## config.mk

```make
export PLATFORM = sky130hd
export DESIGN_NAME = pgn_text_lexer_unit
export DESIGN_NICKNAME = d
export VERILOG_FILES = /design/src/rtl/ptl_pkg.sv /design/src/rtl/ptl_core.sv /design/src/rtl/pgn_text_lexer_unit.sv
export SDC_FILE = /design/constraint.sdc
export NUM_CORES = 1
export LEC_CHECK = 0
export ABC_CLOCK_PERIOD_IN_PS = 9800
export BUFFER_PORTS_ARGS = -buffer_cell sky130_fd_sc_hd__buf_2
export CORE_AREA = 2 2 216 218
export DETAILED_ROUTE_END_ITERATION = 10
export DIE_AREA = 0 0 218 220
export GPL_TIMING_DRIVEN = 0
export PLACE_DENSITY = 0.49
export SYNTH_ARGS = -nofsm -noshare
export SYNTH_HDL_FRONTEND = slang
export SYNTH_SLANG_ARGS = --single-unit
```

## constraint.sdc

```tcl
create_clock -name clk -period 9.8 [get_ports clk]
set_clock_uncertainty 0.05 [all_clocks]
set_input_delay 0 -clock clk [delete_from_list [all_inputs] [get_ports clk]]
set_output_delay 0 -clock clk [all_outputs]
set_load 0.01 [all_outputs]
```

## src/rtl/ptl_pkg.sv

```systemverilog
// ----------------------------------------------------------------------------
// ptl_pkg
// Record kinds, token kinds, error codes and lexer modes for the lexer.
// ----------------------------------------------------------------------------
package ptl_pkg;

  typedef enum logic [3:0] {
    M_IDLE, M_SYMBOL, M_BANG, M_QUEST, M_DOLLAR, M_STRING, M_ESCAPE,
    M_LCOMMENT, M_BCOMMENT, M_STAR, M_HALT
  } mode_t;

  localparam logic [1:0] RK_TEXT  = 2'd0;
  localparam logic [1:0] RK_TOKEN = 2'd1;
  localparam logic [1:0] RK_ERROR = 2'd2;

  localparam logic [3:0] TK_SYMBOL = 4'd7;
  localparam logic [3:0] TK_STRING = 4'd8;
  localparam logic [3:0] TK_INT    = 4'd9;
  localparam logic [3:0] TK_NAG    = 4'd10;
  localparam logic [3:0] TK_RESULT = 4'd11;
  localparam logic [3:0] TK_END    = 4'd12;

  localparam logic [2:0] ERR_EOF_COMMENT = 3'd1;
  localparam logic [2:0] ERR_EOF_STRING  = 3'd2;
  localparam logic [2:0] ERR_NAG_LONG    = 3'd3;
  localparam logic [2:0] ERR_NAG_EMPTY   = 3'd4;
  localparam logic [2:0] ERR_BAD_CHAR    = 3'd5;

  // One result record, before the line and column are attached.
  typedef struct packed {
    logic [1:0] kind;
    logic [7:0] ch;
    logic [3:0] tk;
    logic [9:0] nag;
    logic       at_start; // position from start registers, else current
    logic [2:0] err;
  } rec_t;

  function automatic logic is_digit(input logic [7:0] c);
    return c >= 8'h30 && c <= 8'h39;
  endfunction

  function automatic logic is_alnum(input logic [7:0] c);
    return is_digit(c) || (c >= 8'h41 && c <= 8'h5a) || (c >= 8'h61 && c <= 8'h7a);
  endfunction

  function automatic logic is_follow(input logic [7:0] c);
    return is_alnum(c) || c == 8'h5f || c == 8'h2b || c == 8'h23 || c == 8'h3d ||
           c == 8'h3a || c == 8'h2d || c == 8'h2f;
  endfunction

  function automatic logic is_blank(input logic [7:0] c);
    return c == 8'h20 || (c >= 8'd9 && c <= 8'd13);
  endfunction

  // Byte of a result pattern at a position, 0 past its end.
  function automatic logic [7:0] pat_char(input logic [1:0] k, input logic [2:0] p);
    logic [7:0] r;
    r = 8'h00;
    unique case (k)
      2'd0: r = (p == 3'd0) ? 8'h31 : (p == 3'd1) ? 8'h2d : (p == 3'd2) ? 8'h30 : 8'h00;
      2'd1: r = (p == 3'd0) ? 8'h30 : (p == 3'd1) ? 8'h2d : (p == 3'd2) ? 8'h31 : 8'h00;
      2'd2: begin
        unique case (p)
          3'd0: r = 8'h31;
          3'd1: r = 8'h2f;
          3'd2: r = 8'h32;
          3'd3: r = 8'h2d;
          3'd4: r = 8'h31;
          3'd5: r = 8'h2f;
          3'd6: r = 8'h32;
          default: r = 8'h00;
        endcase
      end
      default: r = 8'h00;
    endcase
    return r;
  endfunction

endpackage

```

## src/rtl/ptl_core.sv

```systemverilog
// ----------------------------------------------------------------------------
// ptl_core
// Per-byte lexer decision: next state and up to two records from one byte.
// ----------------------------------------------------------------------------
module ptl_core #(
  parameter int NAG_DIGITS = 3
) (
  input  ptl_pkg::mode_t     mode,
  input  logic [7:0]         c,
  input  logic               eof,
  input  logic               col_zero,
  input  logic               all_digits,
  input  logic [2:0]         rmatch,
  input  logic [2:0]         mlen,
  input  logic [9:0]         nag_acc,
  input  logic [2:0]         nag_cnt,
  output ptl_pkg::mode_t     mode_nxt,
  output logic               set_start,
  output logic               all_digits_nxt,
  output logic [2:0]         rmatch_nxt,
  output logic [2:0]         mlen_nxt,
  output logic [9:0]         nag_acc_nxt,
  output logic [2:0]         nag_cnt_nxt,
  output logic [1:0]         n_rec,
  output ptl_pkg::rec_t      rec0,
  output ptl_pkg::rec_t      rec1
);
  import ptl_pkg::*;

  rec_t   b_rec;
  logic   b_has;
  mode_t  b_mode;
  logic   b_start;
  logic   b_sym;
  rec_t   c_rec;
  logic   c_has;
  logic   run_begin;
  logic [2:0] m_step;
  logic [13:0] nag_mul;

  // Match step on the current byte from a given match set and length.
  function automatic logic [2:0] step_match(input logic [2:0] rm, input logic [2:0] ln,
                                            input logic [7:0] ch);
    logic [2:0] r;
    logic [2:0] lim;
    r = rm;
    for (int k = 0; k < 3; k++) begin
      lim = (k == 2) ? 3'd7 : 3'd3;
      if (!(ln < lim && pat_char(2'(k), ln) == ch)) r[k] = 1'b0;
    end
    return r;
  endfunction

  // Handling of a byte that begins a new item.
  always_comb begin
    b_rec   = '0;
    b_has   = 1'b0;
    b_mode  = M_IDLE;
    b_start = 1'b0;
    b_sym   = 1'b0;
    priority if (eof) begin
      b_has = 1'b1; b_rec.kind = RK_TOKEN; b_rec.tk = TK_END; b_mode = M_HALT;
    end else if (is_blank(c)) begin
      b_mode = M_IDLE;
    end else if (c == 8'h3b || (c == 8'h25 && col_zero)) begin
      b_mode = M_LCOMMENT;
    end else if (c == 8'h7b) begin
      b_mode = M_BCOMMENT;
    end else if (c == 8'h2e || c == 8'h5b || c == 8'h5d || c == 8'h28 || c == 8'h29 ||
                 c == 8'h3c || c == 8'h3e) begin
      b_has = 1'b1; b_rec.kind = RK_TOKEN;
      priority case (c)
        8'h2e: b_rec.tk = 4'd0;
        8'h5b: b_rec.tk = 4'd1;
        8'h5d: b_rec.tk = 4'd2;
        8'h28: b_rec.tk = 4'd3;
        8'h29: b_rec.tk = 4'd4;
        8'h3c: b_rec.tk = 4'd5;
        default: b_rec.tk = 4'd6;
      endcase
    end else if (c == 8'h2a) begin
      b_start = 1'b1; b_has = 1'b1; b_rec.kind = RK_TEXT; b_rec.ch = c; b_mode = M_STAR;
    end else if (c == 8'h21) begin
      b_start = 1'b1; b_mode = M_BANG;
    end else if (c == 8'h3f) begin
      b_start = 1'b1; b_mode = M_QUEST;
    end else if (c == 8'h22) begin
      b_start = 1'b1; b_mode = M_STRING;
    end else if (c == 8'h24) begin
      b_start = 1'b1; b_mode = M_DOLLAR;
    end else if (is_alnum(c)) begin
      b_start = 1'b1; b_sym = 1'b1; b_has = 1'b1;
      b_rec.kind = RK_TEXT; b_rec.ch = c; b_mode = M_SYMBOL;
    end else begin
      b_start = 1'b1; b_has = 1'b1; b_rec.kind = RK_ERROR; b_rec.err = ERR_BAD_CHAR;
      b_mode = M_HALT;
    end
  end

  assign m_step  = step_match(rmatch, mlen, c);
  assign nag_mul = 14'(nag_acc) * 14'd10 + 14'(c - 8'h30);

  always_comb begin
    mode_nxt       = mode;
    all_digits_nxt = all_digits;
    rmatch_nxt     = rmatch;
    mlen_nxt       = mlen;
    nag_acc_nxt    = nag_acc;
    nag_cnt_nxt    = nag_cnt;
    c_rec          = '0;
    c_has          = 1'b0;
    run_begin      = 1'b0;
    unique case (mode)
      M_HALT: ;
      M_IDLE: run_begin = 1'b1;
      M_LCOMMENT, M_BCOMMENT: begin
        if (eof) begin
          c_has = 1'b1; c_rec.kind = RK_ERROR; c_rec.err = ERR_EOF_COMMENT; mode_nxt = M_HALT;
        end else if (c == ((mode == M_LCOMMENT) ? 8'h0a : 8'h7d)) begin
          mode_nxt = M_IDLE;
        end
      end
      M_STRING: begin
        priority if (eof) begin
          c_has = 1'b1; c_rec.kind = RK_ERROR; c_rec.err = ERR_EOF_STRING; mode_nxt = M_HALT;
        end else if (c == 8'h22) begin
          c_has = 1'b1; c_rec.kind = RK_TOKEN; c_rec.tk = TK_STRING; c_rec.at_start = 1'b1;
          mode_nxt = M_IDLE;
        end else if (c == 8'h5c) begin
          mode_nxt = M_ESCAPE;
        end else begin
          c_has = 1'b1; c_rec.kind = RK_TEXT; c_rec.ch = c;
        end
      end
      M_ESCAPE: begin
        if (eof) begin
          c_has = 1'b1; c_rec.kind = RK_ERROR; c_rec.err = ERR_EOF_STRING; mode_nxt = M_HALT;
        end else if (c != 8'h22 && c != 8'h5c) begin
          // backslash then the byte
          c_has = 1'b1; c_rec.kind = RK_TEXT; c_rec.ch = 8'h5c; mode_nxt = M_STRING;
        end else begin
          c_has = 1'b1; c_rec.kind = RK_TEXT; c_rec.ch = c; mode_nxt = M_STRING;
        end
      end
      M_BANG, M_QUEST: begin
        c_has = 1'b1; c_rec.kind = RK_TOKEN; c_rec.tk = TK_NAG; c_rec.at_start = 1'b1;
        priority if (!eof && c == 8'h21) begin
          c_rec.nag = (mode == M_BANG) ? 10'd3 : 10'd6; mode_nxt = M_IDLE;
        end else if (!eof && c == 8'h3f) begin
          c_rec.nag = (mode == M_BANG) ? 10'd5 : 10'd4; mode_nxt = M_IDLE;
        end else begin
          c_rec.nag = (mode == M_BANG) ? 10'd1 : 10'd2; run_begin = 1'b1;
        end
      end
      M_STAR: begin
        c_has = 1'b1; c_rec.kind = RK_TOKEN; c_rec.tk = TK_RESULT; c_rec.at_start = 1'b1;
        run_begin = 1'b1;
      end
      M_SYMBOL: begin
        if (!eof && is_follow(c)) begin
          if (!is_digit(c)) all_digits_nxt = 1'b0;
          rmatch_nxt = m_step;
          if (mlen < 3'd7) mlen_nxt = mlen + 3'd1;
          c_has = 1'b1; c_rec.kind = RK_TEXT; c_rec.ch = c;
        end else begin
          c_has = 1'b1; c_rec.kind = RK_TOKEN; c_rec.at_start = 1'b1;
          c_rec.tk = all_digits ? TK_INT : TK_SYMBOL;
          if ((rmatch[0] && mlen == 3'd3) || (rmatch[1] && mlen == 3'd3) ||
              (rmatch[2] && mlen == 3'd7)) c_rec.tk = TK_RESULT;
          run_begin = 1'b1;
        end
      end
      M_DOLLAR: begin
        priority if (!eof && is_digit(c)) begin
          if (nag_cnt >= 3'(NAG_DIGITS)) begin
            c_has = 1'b1; c_rec.kind = RK_ERROR; c_rec.err = ERR_NAG_LONG; mode_nxt = M_HALT;
          end else begin
            nag_acc_nxt = (nag_mul > 14'd1023) ? 10'd1023 : nag_mul[9:0];
            nag_cnt_nxt = nag_cnt + 3'd1;
            c_has = 1'b1; c_rec.kind = RK_TEXT; c_rec.ch = c;
          end
        end else if (nag_cnt == 3'd0) begin
          c_has = 1'b1; c_rec.kind = RK_ERROR; c_rec.err = ERR_NAG_EMPTY; mode_nxt = M_HALT;
        end else begin
          c_has = 1'b1; c_rec.kind = RK_TOKEN; c_rec.tk = TK_NAG; c_rec.nag = nag_acc;
          c_rec.at_start = 1'b1; run_begin = 1'b1;
        end
      end
      default: run_begin = 1'b1;
    endcase

    set_start = 1'b0;
    if (run_begin) begin
      mode_nxt  = b_mode;
      set_start = b_start;
      if (c == 8'h24 && !eof) begin
        nag_acc_nxt = '0; nag_cnt_nxt = '0;
      end
      if (b_sym) begin
        all_digits_nxt = is_digit(c);
        rmatch_nxt     = step_match(3'b111, 3'd0, c);
        mlen_nxt       = 3'd1;
      end
    end

    // Escape of another byte gives two text records.
    rec0  = c_has ? c_rec : b_rec;
    rec1  = b_rec;
    n_rec = 2'(c_has) + 2'(run_begin && b_has);
    if (mode == M_ESCAPE && !eof && c != 8'h22 && c != 8'h5c) begin
      rec1 = '0; rec1.kind = RK_TEXT; rec1.ch = c; n_rec = 2'd2;
    end
  end

endmodule

```

## src/rtl/pgn_text_lexer_unit.sv

```systemverilog
// ----------------------------------------------------------------------------
// pgn_text_lexer_unit
// Byte-serial lexer for chess game text.
// ----------------------------------------------------------------------------
// Input channel: one byte (in_in_char) or an end-of-file mark
// (in_end_of_file) per transfer, with in_valid / in_stall.
// Result channel: one record per transfer on the out_ ports, with
// out_valid / out_stall; out_last_of_run flags the final record of a byte.
// Each byte is decided combinationally and gives zero, one or two records.
// Those are held in a two-entry result buffer; the first record is shown in
// the cycle after the input transfer.
// Throughput: one byte per cycle while each byte gives at most one record and
// the receiver does not stall; a byte that gives two records fills both
// buffer entries, and input is stalled until the buffer has room for both.
// Reset (rst_n low, synchronous): lexer idle, line 1, column 0, buffer empty.
// When the receiver stalls, the buffered records hold and new bytes are
// stalled as soon as the buffer cannot take a full two-record item.
// After an error or the end token the lexer halts and yields nothing.
// ----------------------------------------------------------------------------
module pgn_text_lexer_unit #(
  parameter int TAB_WIDTH   = 8,
  parameter int LINE_BITS   = 20,
  parameter int COLUMN_BITS = 16,
  parameter int NAG_DIGITS  = 3
) (
  input  logic                   clk,
  input  logic                   rst_n,
  input  logic                   in_valid,
  output logic                   in_stall,
  input  logic [7:0]             in_in_char,
  input  logic                   in_end_of_file,
  output logic                   out_valid,
  input  logic                   out_stall,
  output logic [1:0]             out_record_kind,
  output logic [7:0]             out_text_char,
  output logic [3:0]             out_token_kind,
  output logic [9:0]             out_nag_value,
  output logic [LINE_BITS-1:0]   out_token_line,
  output logic [COLUMN_BITS-1:0] out_token_column,
  output logic [2:0]             out_error_code,
  output logic                   out_last_of_run
);
  import ptl_pkg::*;

  localparam int TW_BITS = (TAB_WIDTH > 1) ? $clog2(TAB_WIDTH) : 1;

  typedef struct packed {
    logic [1:0]             kind;
    logic [7:0]             ch;
    logic [3:0]             tk;
    logic [9:0]             nag;
    logic [LINE_BITS-1:0]   ln;
    logic [COLUMN_BITS-1:0] col;
    logic [2:0]             err;
    logic                   last;
  } orec_t;

  mode_t                  mode_r, mode_nxt;
  logic [LINE_BITS-1:0]   line_r, sline_r;
  logic [COLUMN_BITS-1:0] col_r, scol_r;
  logic [TW_BITS-1:0]     tph_r;
  logic                   alld_r, alld_nxt;
  logic [2:0]             rm_r, rm_nxt, ml_r, ml_nxt, nc_r, nc_nxt;
  logic [9:0]             na_r, na_nxt;
  logic                   set_start;
  logic [1:0]             n_rec;
  rec_t                   rec0, rec1;
  orec_t                  buf_r [2];
  logic [1:0]             cnt_r;
  logic                   take, pop;
  orec_t                  o0, o1;
  logic [COLUMN_BITS:0]   col_sum;
  logic [COLUMN_BITS-1:0] col_step;

  ptl_core #(.NAG_DIGITS(NAG_DIGITS)) u_core (
    .mode(mode_r), .c(in_in_char), .eof(in_end_of_file), .col_zero(col_r == '0),
    .all_digits(alld_r), .rmatch(rm_r), .mlen(ml_r), .nag_acc(na_r), .nag_cnt(nc_r),
    .mode_nxt(mode_nxt), .set_start(set_start), .all_digits_nxt(alld_nxt),
    .rmatch_nxt(rm_nxt), .mlen_nxt(ml_nxt), .nag_acc_nxt(na_nxt), .nag_cnt_nxt(nc_nxt),
    .n_rec(n_rec), .rec0(rec0), .rec1(rec1)
  );

  // Accept a byte only when the buffer surely has room for two records.
  assign pop      = out_valid && !out_stall;
  assign in_stall = (cnt_r == 2'd2) || (cnt_r == 2'd1 && !pop);
  assign take     = in_valid && !in_stall;

  // Attach position: a token that ends a run uses the start position; errors
  // and a token begun in this same byte use the current position.
  function automatic orec_t mk(input rec_t r, input logic from_start,
                               input logic [LINE_BITS-1:0] sl,
                               input logic [COLUMN_BITS-1:0] sc,
                               input logic [LINE_BITS-1:0] cl,
                               input logic [COLUMN_BITS-1:0] cc);
    orec_t o;
    o      = '0;
    o.kind = r.kind;
    o.ch   = r.ch;
    o.tk   = r.tk;
    o.nag  = r.nag;
    o.err  = r.err;
    if (r.kind != RK_TEXT) begin
      o.ln  = from_start ? sl : cl;
      o.col = from_start ? sc : cc;
    end
    return o;
  endfunction

  always_comb begin
    o0 = mk(rec0, rec0.at_start, sline_r, scol_r, line_r, col_r);
    o1 = mk(rec1, 1'b0, sline_r, scol_r, line_r, col_r);
    o0.last = (n_rec == 2'd1);
    o1.last = 1'b1;
  end

  // Column advance with tab stops and saturation. tph_r tracks the column's
  // position within its tab stop; once the column saturates it no longer
  // matters.
  assign col_step = (in_in_char == 8'h09) ?
                    COLUMN_BITS'(TAB_WIDTH) - COLUMN_BITS'(tph_r) :
                    COLUMN_BITS'(1);
  assign col_sum  = {1'b0, col_r} + {1'b0, col_step};

  always_ff @(posedge clk) begin
    if (!rst_n) begin
      mode_r <= M_IDLE;
      line_r <= LINE_BITS'(1);
      col_r  <= '0;
      tph_r  <= '0;
      sline_r <= LINE_BITS'(1);
      scol_r <= '0;
      alld_r <= 1'b1;
      rm_r   <= 3'b111;
      ml_r   <= '0;
      na_r   <= '0;
      nc_r   <= '0;
    end else if (take) begin
      mode_r <= mode_nxt;
      alld_r <= alld_nxt;
      rm_r   <= rm_nxt;
      ml_r   <= ml_nxt;
      na_r   <= na_nxt;
      nc_r   <= nc_nxt;
      if (set_start && mode_r != M_HALT) begin
        sline_r <= line_r;
        scol_r  <= col_r;
      end
      if (!in_end_of_file) begin
        if (in_in_char == 8'h0a) begin
          if (line_r != '1) line_r <= line_r + LINE_BITS'(1);
          col_r <= '0;
          tph_r <= '0;
        end else begin
          col_r <= col_sum[COLUMN_BITS] ? '1 : col_sum[COLUMN_BITS-1:0];
          if (in_in_char == 8'h09 || tph_r == TW_BITS'(TAB_WIDTH - 1)) begin
            tph_r <= '0;
          end else begin
            tph_r <= tph_r + TW_BITS'(1);
          end
        end
      end
    end
  end

  // Result buffer: entry 0 is the head shown on the ports.
  always_ff @(posedge clk) begin
    if (!rst_n) begin
      cnt_r <= '0;
    end else begin
      cnt_r <= cnt_r - 2'(pop) + (take ? n_rec : 2'd0);
    end
  end

  always_ff @(posedge clk) begin
    if (pop) begin
      buf_r[0] <= buf_r[1];
    end
    if (take) begin
      if (n_rec != 2'd0) begin
        if (cnt_r == 2'd0 || (cnt_r == 2'd1 && pop)) begin
          buf_r[0] <= o0;
          buf_r[1] <= o1;
        end else begin
          buf_r[1] <= o0;
        end
      end
    end
  end

  assign out_valid        = cnt_r != 2'd0;
  assign out_record_kind  = buf_r[0].kind;
  assign out_text_char    = buf_r[0].ch;
  assign out_token_kind   = buf_r[0].tk;
  assign out_nag_value    = buf_r[0].nag;
  assign out_token_line   = buf_r[0].ln;
  assign out_token_column = buf_r[0].col;
  assign out_error_code   = buf_r[0].err;
  assign out_last_of_run  = buf_r[0].last;

endmodule

```

==> results.cfg <==
[run_status]
outcome = completed

[detailed_routing]
drtIter0Drc = 935
ant_nets = 0
vias = 11700
drtPass1Iterations = 6
drc = 0
post_drt_wl_per_cell_um = 19.8
viasPerCell = 5.35
drt-total-wl_mm = 43.4

[global_route]
use_met2 = 0.283
busiest_layer = met2
overflow = 0
grtUsageMet3 = 0.0255
grt_antenna_before_repair = 2
met1_usage = 0.256
grt_pass1_vias = 11400
grt_max_degree = 26
grt_util_all_layers = 0.180
grt_pass1_wl_mm = 67.9

[timing]
tightest_slew_ns = 0.969
setup_ws_ns = 3.56
drv_slew = 0
setup_viol = 0
hold_ws_ns = 0.0388
hold_viol = 0
fin_crit_ns = 6.24
relSlewSlack = 0.351
fmax_mhz = 160
rsz0062_at_grt = no
final.period_utilization = 0.637

[setup_path]
crit_buf_inv = 7
r2r_start = mode_r[3]$_SDFFE_PN0P_
crit_chain = dlygate4sd3_1 > buf_2 > ha_1 > buf_4 > nor3b_2 > nand3_1 > a2111oi_2 > o21bai_1 > nor2_1 > nor2_1 > ha_1 > nor2_1 > a21oi_4 > buf_12 > nand2_1 > clkbuf_1 > buf_1 > o21ai_4 > buf_16
cp_common_cell = nor2_1
slowest_delay_ns = 0.65
crit_fanout = 25
cpMaxStageDelayCell = buf_1
crit_path_start_kind = input pin
worstPathArrival_ns = 6.48
cp.required_ns = 10.04
crit_type = in2reg
critPathTopFamily = buffers and inverters
cp-end-kind = register
crit_path_start = in_in_char[5]

[clock_tree]
cts_tree = built
clock_sinks = 229
htree_levels = 1
clock_latency_ns = 0.56
cts-root-buf = clkbuf_16
path_clk_slew_ns = 0.06
cts_buffers = 26
cts.path.max_buffers = 3
postCtsSetupBuffers = 0

[floorplan]
initial_core_util = 0.296
ioPinCount = 79
die_area_sq_um = 48000
dieWidth_um = 218
fp-row-count = 79
die_y_um = 220
core-area_sq_um = 45900

[yosys]
synth_top_area_frac = 0.284
synth_area_per_cell_sq_um = 9.38
synth_edf_count = 128
synth_seq_area_share = 0.433
synthCells = 1445
ys_ff_latch = 229
synth_nets = 1514
yosys_warnings = 0
yosysUniqueCellTypes = 99
async_flop_share = 0
yosys-top-cells-area = edfxtp_1 28%, dfxtp_1 15%, ha_1 4.9%
ys.flop_type = edfxtp_1
post-synth-top-count-cell = nand2_1
synth_top_area_cell = edfxtp_1
synth_commonest_cells = 152 x nand2_1, 128 x edfxtp_1, 126 x nor2_1
synthesis.area_sq_um = 13600

[cells_and_area]
syn2layout_area_growth_pct = 15.6
area.sequential_sq_um = 5870
multi_input_area_sq_um = 7000
n_antenna_cell = 0
drive_gt1_frac = 0.149
fill_cells = 4782
fin_nets = 1629
fin_cells = 2186
post-route-util = 0.342

[pwr]
power_density_nw_per_um2 = 306
irDropWorstVdd_uv = 173
finalPower_mw = 4.80
power_leakage_nw = 5.62

[placement]
dp_cells = 2132
gp_congestion = 0.907
preCtsSetupSlack_ns = 3.11
port-buffer-count = 76
dp_hpwl_mm = 32.3

[min_path]
hold_class = in2reg
hold_path.startpoint = in_in_char[3]

[flow_run]
drv_cap = 0
-- per-stage QoR --
step	instance area, sq um	setup TNS (ns)
finish	15700	0
global route	15700	0
floorplan	13600	0
CTS	15700	0
global placement	14700	-442.64
detailed placement	14800	0
-- what timing repair did --
| item | in CTS | in global routing |
|---|---|---|
| hold endpoints to repair | 19 | 0 |
| hold buffers | 7 | 0 |
| gates resized for setup | 0 | 0 |
-- layer usage --
| metal | wire (um) | vias to the layer above |
|---|---|---|
| met5 | 11 | - |
| li1 | - | 5613 |
| met1 | 20500 | 5670 |
| met3 | 2530 | 60 |
| met2 | 19200 | 360 |
| met4 | 1120 | 2 |
-- worst paths after layout --
| kind | to | slack, ns | cells after the start |
|---|---|---|---|
| max | buf_r[0][59]$_DFFE_PP_ | 3.56 | 19 |
| min | na_r[3]$_SDFFE_PN0P_ | 0.04 | 4 |
| max reg2reg | buf_r[0][59]$_DFFE_PP_ | 3.91 | 16 |
| min reg2reg | rm_r[2]$_SDFFE_PN1P_ | 0.40 | 1 |
-- layout make-up --
cell class	instances	share of cell area
multi-input cells	1070	0.446
clock inverters	14	0.00663
repair buffers	87	0.0343
inverters	35	0.00838
plain buffers	111	0.0371
clock buffers	33	0.0445
flip-flops and latches	229	0.374
well taps	607	0.0485
-- cells in the final DEF, fill, tap and decap left out, types with 6 or more instances in the layout --
| cell type | n |
|---|---|
| xor2_1 | 18 |
| mux2i_1 | 7 |
| nor2_1 | 126 |
| o21bai_1 | 10 |
| o21ai_0 | 60 |
| clkbuf_1 | 63 |
| o211ai_1 | 20 |
| a31oi_1 | 28 |
| o21ai_1 | 35 |
| a211oi_1 | 18 |
| o31ai_1 | 12 |
| clkinv_1 | 9 |
| inv_1 | 31 |
| a22o_1 | 37 |
| a21o_1 | 12 |
| nor3_1 | 29 |
| dfxtp_1 | 101 |
| buf_2 | 103 |
| edfxtp_1 | 128 |
| o21a_1 | 7 |
| nor2b_1 | 14 |
| o22ai_1 | 6 |
| and3_1 | 19 |
| a21oi_1 | 105 |
| nand2_1 | 152 |
| clkbuf_16 | 26 |
| a211oi_2 | 32 |
| xnor2_1 | 22 |
| and2_1 | 8 |
| buf_6 | 15 |
| buf_1 | 6 |
| nand3_1 | 76 |
| dlygate4sd3_1 | 7 |
| nor4_1 | 11 |
| nand4_1 | 13 |
| ha_1 | 53 |
| nand2b_1 | 16 |
| or3_1 | 8 |
-- power breakdown --
group	leakage [nW]	internal (mW)	total (mW)	switching [mW]
clock	0.389	0.528	0.934	0.407
combinational	3.18	0.729	2.23	1.51
sequential	2.05	1.54	1.63	0.0841
-- flip-flops by register name, summed over array words and instances, names as in the netlist, 4 cells and up --
name / flops
na_r: 10
line_r: 20
sline_r: 20
buf_r: 128
scol_r: 16
col_r: 16
mode_r: 4
-- logic make-up after synthesis --
kind of cell,Yosys count,share of synthesized area
simple gates,514,0.187
mux,8,0.00600
compound gates,451,0.241
xor+xnor,41,0.0275
fa+ha+maj,56,0.0534
buf+inv,146,0.0526
flops,229,0.433
-- worst register-to-register path: cells and delay by family (launching register included) --
| kind | cells | cell delay [ns] |
|---|---|---|
| AOI/OAI and AO/OA | 4 | 1.33 |
| adders and majority gates | 1 | 0.26 |
| buffers and inverters | 6 | 2.13 |
| DFF | 1 | 0.30 |
| and+or+nand+nor | 5 | 1.57 |
Power figures use the tool's default switching activity.
